## config.mk

```make
export PLATFORM = sky130hd
export DESIGN_NAME = fvnh_ctrl
export DESIGN_NICKNAME = d
export VERILOG_FILES = /design/src/rtl/fvnh_pkg.sv /design/src/rtl/fvnh_ctrl.sv
export SDC_FILE = /design/constraint.sdc
export NUM_CORES = 1
export LEC_CHECK = 0
export ABC_CLOCK_PERIOD_IN_PS = 3700
export CAP_MARGIN = 10
export CORE_MARGIN = 2
export CORE_UTILIZATION = 25
export CTS_CLUSTER_DIAMETER = 60
export CTS_CLUSTER_SIZE = 30
export DETAILED_ROUTE_END_ITERATION = 10
export DONT_BUFFER_PORTS = 1
export GPL_ROUTABILITY_DRIVEN = 0
export HOLD_SLACK_MARGIN = 0.1
export PLACE_DENSITY_LB_ADDON = 0.12
export SYNTH_ARGS = -nofsm -noshare
export SYNTH_HDL_FRONTEND = slang
export SYNTH_SLANG_ARGS = --single-unit
export TNS_END_PERCENT = 100
```

## constraint.sdc

```tcl
create_clock -name clock -period 3.7 [get_ports clock]
set_input_delay 0.37 -clock clock [delete_from_list [all_inputs] [get_ports clock]]
set_output_delay 0.37 -clock clock [all_outputs]
set_load 0.01 [all_outputs]
```

## src/rtl/fvnh_pkg.sv

```systemverilog
`timescale 1ns / 1ps
// Shared types, constants and helpers for the fractal value noise height block.
// No dependencies; every other file refers to it by scoped names.
package fvnh_pkg;

   // Table and octave sizing
   localparam int TABLE_ENTRIES = 256;
   localparam int MAX_OCTAVES   = 16;
   localparam int IDX_W         = $clog2(TABLE_ENTRIES);
   localparam int OCTN_W        = $clog2(MAX_OCTAVES + 1);

   // Datapath widths derived from the octave bound; SPLIT is a fixed choice
   localparam int SUM_W  = 34 + $clog2(MAX_OCTAVES) + 1;  // sum of amp * level
   localparam int S16_W  = SUM_W - 14;                    // sum in Q.16
   localparam int P1_W   = S16_W + 18;                    // times sqrt(2)
   localparam int SPLIT  = 21;                            // low part of P1 split
   localparam int HI_W   = P1_W - SPLIT;
   localparam int NUM_W  = P1_W + 18;                     // full numerator
   localparam int DIV_W  = NUM_W - 17;                    // numerator over 2^17
   localparam int H_W    = DIV_W + 2;
   localparam int STEP_W = $clog2(DIV_W + 1);

   // Last step index of each sequencer state
   localparam int WGT_LAST   = 8;
   localparam int LUT_LAST   = 7;
   localparam int BLEND_LAST = 2;
   localparam int FIN_LAST   = 2;
   localparam int DIV_LAST   = DIV_W - 1;

   // Arithmetic constants
   localparam logic [16:0] ONE_Q16     = 17'd65536;
   localparam logic [16:0] SQRT2_Q16   = 17'd92682;
   localparam logic [17:0] CURVE_THREE = 18'd196608;
   localparam logic [16:0] HALF_Q16    = 17'd32768;

   // Register reset values
   localparam logic [15:0] RESET_PERSIST = 16'd32768;
   localparam logic [12:0] RESET_LACUN   = 13'd512;
   localparam logic [4:0]  RESET_OCTAVES = 5'd4;

   typedef enum logic [1:0] {
      OP_PERM  = 2'd0,
      OP_LEVEL = 2'd1,
      OP_QUERY = 2'd2,
      OP_NONE  = 2'd3
   } opcode_type;

   typedef enum logic [1:0] {
      CSR_PERSISTENCE = 2'd0,
      CSR_LACUNARITY  = 2'd1,
      CSR_OCTAVES     = 2'd2,
      CSR_UNUSED      = 2'd3
   } csr_index_type;

   typedef struct packed {
      opcode_type          opcode;
      logic [7:0]          table_index;
      logic [7:0]          perm_value;
      logic signed [15:0]  level_value;
      logic [31:0]         x_coord;
      logic [31:0]         z_coord;
   } req_type;

   typedef struct packed {
      logic [15:0] height;
      logic        clipped;
   } rsp_type;

   typedef enum logic [3:0] {
      CMD_IDLE,
      CMD_WRITE,
      CMD_LOAD,
      CMD_WGT,
      CMD_LUT,
      CMD_BLEND,
      CMD_ACC,
      CMD_FIN,
      CMD_DIV,
      CMD_OUT
   } cmd_op_type;

   typedef struct packed {
      cmd_op_type         op;
      logic [STEP_W-1:0]  step;
   } cmd_type;

   typedef struct packed {
      logic [OCTN_W-1:0] oct_n;
      logic              out_free;
   } status_type;

   typedef enum logic [7:0] {
      ST_IDLE  = 8'b0000_0001,
      ST_WGT   = 8'b0000_0010,
      ST_LUT   = 8'b0000_0100,
      ST_BLEND = 8'b0000_1000,
      ST_ACC   = 8'b0001_0000,
      ST_FIN   = 8'b0010_0000,
      ST_DIV   = 8'b0100_0000,
      ST_DONE  = 8'b1000_0000
   } state_type;

   function automatic logic [IDX_W-1:0] to_idx(input logic [15:0] v);
      return v[IDX_W-1:0];
   endfunction

endpackage

```

## src/rtl/fvnh_ctrl.sv

```systemverilog
`timescale 1ns / 1ps
// Sequencer for the noise block: issues table writes and, per query, walks weights,
// lookups, blends, accumulate, final scaling, the divider and the output handoff. Uses fvnh_pkg.
module fvnh_ctrl (
   input  logic                  clock,
   input  logic                  reset,
   input  logic                  req_valid,
   output logic                  req_ready,
   input  fvnh_pkg::opcode_type  req_opcode,
   input  fvnh_pkg::status_type  status,
   output fvnh_pkg::cmd_type     cmd
);

   fvnh_pkg::state_type               state_ff, state_in;
   logic [fvnh_pkg::STEP_W-1:0]       step_ff, step_in;
   logic [fvnh_pkg::OCTN_W-1:0]       oct_ff, oct_in;

   always_comb begin
      state_in  = state_ff;
      step_in   = step_ff;
      oct_in    = oct_ff;
      req_ready = 1'b0;
      cmd.op    = fvnh_pkg::CMD_IDLE;
      cmd.step  = step_ff;
      unique case (state_ff)
         fvnh_pkg::ST_IDLE: begin
            req_ready = 1'b1;
            if (req_valid) begin
               if (req_opcode == fvnh_pkg::OP_QUERY) begin
                  cmd.op   = fvnh_pkg::CMD_LOAD;
                  state_in = fvnh_pkg::ST_WGT;
                  step_in  = '0;
                  oct_in   = '0;
               end else begin
                  cmd.op = fvnh_pkg::CMD_WRITE;
               end
            end
         end
         fvnh_pkg::ST_WGT: begin
            cmd.op = fvnh_pkg::CMD_WGT;
            if (step_ff == fvnh_pkg::STEP_W'(fvnh_pkg::WGT_LAST)) begin
               state_in = fvnh_pkg::ST_LUT;
               step_in  = '0;
            end else begin
               step_in = step_ff + 1'b1;
            end
         end
         fvnh_pkg::ST_LUT: begin
            cmd.op = fvnh_pkg::CMD_LUT;
            if (step_ff == fvnh_pkg::STEP_W'(fvnh_pkg::LUT_LAST)) begin
               state_in = fvnh_pkg::ST_BLEND;
               step_in  = '0;
            end else begin
               step_in = step_ff + 1'b1;
            end
         end
         fvnh_pkg::ST_BLEND: begin
            cmd.op = fvnh_pkg::CMD_BLEND;
            if (step_ff == fvnh_pkg::STEP_W'(fvnh_pkg::BLEND_LAST)) begin
               state_in = fvnh_pkg::ST_ACC;
               step_in  = '0;
            end else begin
               step_in = step_ff + 1'b1;
            end
         end
         fvnh_pkg::ST_ACC: begin
            cmd.op  = fvnh_pkg::CMD_ACC;
            step_in = '0;
            if (oct_ff == status.oct_n - 1'b1) begin
               state_in = fvnh_pkg::ST_FIN;
            end else begin
               oct_in   = oct_ff + 1'b1;
               state_in = fvnh_pkg::ST_WGT;
            end
         end
         fvnh_pkg::ST_FIN: begin
            cmd.op = fvnh_pkg::CMD_FIN;
            if (step_ff == fvnh_pkg::STEP_W'(fvnh_pkg::FIN_LAST)) begin
               state_in = fvnh_pkg::ST_DIV;
               step_in  = '0;
            end else begin
               step_in = step_ff + 1'b1;
            end
         end
         fvnh_pkg::ST_DIV: begin
            cmd.op = fvnh_pkg::CMD_DIV;
            if (step_ff == fvnh_pkg::STEP_W'(fvnh_pkg::DIV_LAST)) begin
               state_in = fvnh_pkg::ST_DONE;
               step_in  = '0;
            end else begin
               step_in = step_ff + 1'b1;
            end
         end
         fvnh_pkg::ST_DONE: begin
            if (status.out_free) begin
               cmd.op   = fvnh_pkg::CMD_OUT;
               state_in = fvnh_pkg::ST_IDLE;
            end
         end
         default: begin
            state_in = fvnh_pkg::ST_IDLE;
         end
      endcase
   end

   always_ff @(posedge clock) begin
      if (reset) begin
         state_ff <= fvnh_pkg::ST_IDLE;
         step_ff  <= '0;
         oct_ff   <= '0;
      end else begin
         state_ff <= state_in;
         step_ff  <= step_in;
         oct_ff   <= oct_in;
      end
   end

endmodule

```

==> metrics.md <==
| Metric | Value |
|---|---|
| Post-DP HPWL | `2.633 mm` |
| CP Buf/Inv Count | `0` |
| Post-Synth Adder-Cell Area | `0.04708` |
| Largest cells by area after synthesis | `dfxtp_1, nor2_1, nand3_1, ha_1, xor2_1` |
| Tcrit/Tclk final | `0.6450` |
| Syn Area/Cell | `8.053 um2` |
| Most frequent cells in the layout | `nor2_1, dfxtp_1, nand3_1` |
| Static leakage | `0.5097 nW` |
| RSZ-0062 raised after global routing | `no` |
| Post-CTS Setup Bufs | `0` |
| Post-Syn Instances | `165` |
| Post-synth EDFFs | `0` |
| Worst slew pin tran | `0.7903 ns` |
| WL/cell | `14.13 um` |
| H-tree depth | `1` |
| Max-cap viol count | `0` |
| # fillers | `571` |
| Vias per inst | `5.198` |
| Top layer in use | `met4` |
| GRT overflow | `0` |
| Ys Warns | `0` |
| Largest net degree at the start of global routing | `23` |
| Hold Path Class | `input pin to flip-flop` |
| Chip Width | `76.91 um` |
| Floorplan row count | `26` |
| Final net count | `184` |
| Initial DRC count | `71` |
| Initial Util | `0.2602` |
| Net Sw Power | `0.09772 mW` |
| Type of destination of the critical path | `output port` |
| Max-slew violations | `0` |
| Fmax | `0.4190 GHz` |
| Pre-CTS setup slack | `1.421 ns` |
| VDD IR max | `0.09808 mV` |
| Reg clk slew, reported paths | `0.08 ns` |
| Startpoint Class | `flip-flop` |
| Critical Setup Path Class | `flip-flop to output port` |
| Critical-path cell with the highest stage delay | `or4_4` |
| WL final | `3.349 mm` |
| Initial antenna violation count | `0` |
| Met3 Wirelength | `213 um` |
| Worst path top cell family by delay | `simple AND/OR/NAND/NOR gates` |
| Synth Area in Simple Gates | `0.3908` |
| Final hold violations | `0` |
| Status | `finished, final reports clean` |
| Setup ws final | `1.314 ns` |
| Clock sink count | `19` |
| Slew headroom | `0.4691` |
| Synth top area share | `0.2863` |
| Clk root buf | `clkbuf_8` |
| Sequential area share after synthesis | `0.2863` |
| Global-route wire length before repair | `5.554 mm` |
| Clock skew | `0.003328 ns` |
| Cts-stage hold buffer count | `0` |
| Switching Share | `0.2479` |
| Worst-path cell chain | `or4_4, or3_4, o211ai_1, a31o_2` |
| Prevailing post-synth register cell | `dfxtp_1` |
| GR Util All Layers | `0.1162` |
| Cell area after synthesis | `0.001329 mm2` |
| Clock share of power | `0.371` |
| CTS Buf Count | `3` |
| Seq pwr share | `0.526` |
| CP arrival | `2.02 ns` |
| P&R area growth vs syn | `9.416%` |
| Routed vias | `1232` |
| Layout cells sized above 1 | `0.09581` |
| Synth area leader | `dfxtp_1` |
| Main combinational cell family by area after synthesis | `simple AND/OR/NAND/NOR gates` |
| Setup TNS Final | `0 ns` |
| Post-DRT Antenna Nets | `0` |
| Internal cell power | `0.2965 mW` |
| Crit-path max cell delay | `0.58 ns` |
| Flops & latches, synth | `19` |
| Core area | `0.005107 mm2` |
| Post-Syn Nets | `181` |
| Gate power share | `0.103` |
| Critical Path RT | `3.33 ns` |
| DRC | `0` |
| Die H | `76.91 um` |
| Pwr dens | `271.2 mW/mm2` |
| Antenna diodes | `0` |
| Die area | `0.005914 mm2` |
| M1 wire length | `1.509 mm` |
| Clock network latency to the later pin of the worst-skew pair | `0.25 ns` |
| Fin crit period | `2.386 ns` |
| Port-buffer cells | `0` |
| Vias in the first global route | `1154` |
| Worst Path Max Fanout | `7` |
| Clk buf depth | `2` |
| Xor-xnor portion of the synthesized cell area | `0.05932` |
| Synth Area in Compound Gates | `0.1723` |
| Post-synthesis async set-or-reset flop share | `0` |
| Routed wl met2 | `1.609 mm` |
| CTS tree | `done` |
| Distinct cell type count after synthesis | `43` |
| DRT Pass-1 Iters | `4` |
| Post-synthesis mux area share | `0.01507` |
| Post-cts resize count | `0` |
| I/O pin total | `22` |
| Finish-stage setup viols | `0` |
synth_stat cells, types with 5 or more instances:
| cell | count |
|---|---|
| o21ai_0 | 5 |
| nor2b_1 | 5 |
| nor2_1 | 19 |
| dfxtp_1 | 19 |
| a21oi_1 | 5 |
| xor2_1 | 6 |
| ha_1 | 5 |
| nor4_1 | 6 |
| nand2b_1 | 6 |
| inv_1 | 8 |
| nand3_1 | 14 |
| nand2_1 | 11 |
per-layer routing:
layer | GRT usage | vias up
met2 | 0.1904 | 29
met4 | 0.03455 | 0
met1 | 0.1447 | 579
li1 | - | 622
met3 | 0.03765 | 2
met5 | 0 | -
cell families (layout without fill, tap and decap cells):
| group | Yosys count | in the layout |
|---|---|---|
| compound gates | 32 | 32 |
| xor+xnor | 9 | 9 |
| fa+ha+maj | 5 | 5 |
| buf+inv | 10 | 12 |
| flops | 19 | 19 |
| mux | 2 | 2 |
| simple gates | 88 | 88 |
flip-flops by register name, summed over array words and instances, names as in the netlist:
name	cells
step_ff	6
oct_ff	5
state_ff	8
power by group through the flow:
stage               combinational [mW]  sequential (mW)  clock [mW]
finish                          0.0407            0.207       0.146
global route                    0.0463            0.208       0.165
detailed placement              0.0410            0.212           0
CTS                             0.0412            0.207       0.151
floorplan                       0.0360            0.212           0
global placement                0.0405            0.212           0
path summary, 6_finish.rpt:
check / from / endpoint / slack, ns / cells past startpoint
max: state_ff[3]$_SDFFE_PP0P_ / cmd[6] / 1.31 / 4
min: reset / step_ff[2]$_SDFFE_PP0P_ / 0.18 / 1
max reg2reg: step_ff[1]$_SDFFE_PP0P_ / state_ff[3]$_SDFFE_PP0P_ / 1.40 / 6
min reg2reg: oct_ff[4]$_SDFFE_PP0P_ / oct_ff[4]$_SDFFE_PP0P_ / 0.51 / 2
through the flow:
step / instances / hold WS, ns / cell area [um2] / utilization / power [mW]
after detailed placement: 233 / 0.4471 / 1408 / 0.2756 / 0.2531
after floorplan: 165 / 0.4710 / 1329 / - / 0.2477
final: 237 / 0.1818 / 1454 / 0.2847 / 0.3943
after CTS: 237 / 0.1699 / 1454 / 0.2847 / 0.3996
after global routing: 237 / 0.1577 / 1454 / 0.2847 / 0.4186
after global placement: 233 / 0.4473 / 1408 / 0.2756 / 0.2528
worst reg2reg max path, cell delays in order, from the launching register on:
cell       delay [ns]
dfxtp_1          0.48
ha_1             0.33
nand4b_1         0.15
a2bb2oi_1        0.31
nand3_2          0.26
or4b_1           0.52
a21oi_1          0.18
final cells by class:
cell class | instances | area [um2] | area share
Tap cell | 70 | 87.58 | 0.06024
Multi-Input combinational cell | 136 | 909.6 | 0.6256
Sequential cell | 19 | 380.4 | 0.2616
Clock buffer | 3 | 41.29 | 0.02840
Inverter | 8 | 30.03 | 0.02065
Clock inverter | 1 | 5.005 | 0.003442
Note: power is estimated with default switching activity, not from simulation.
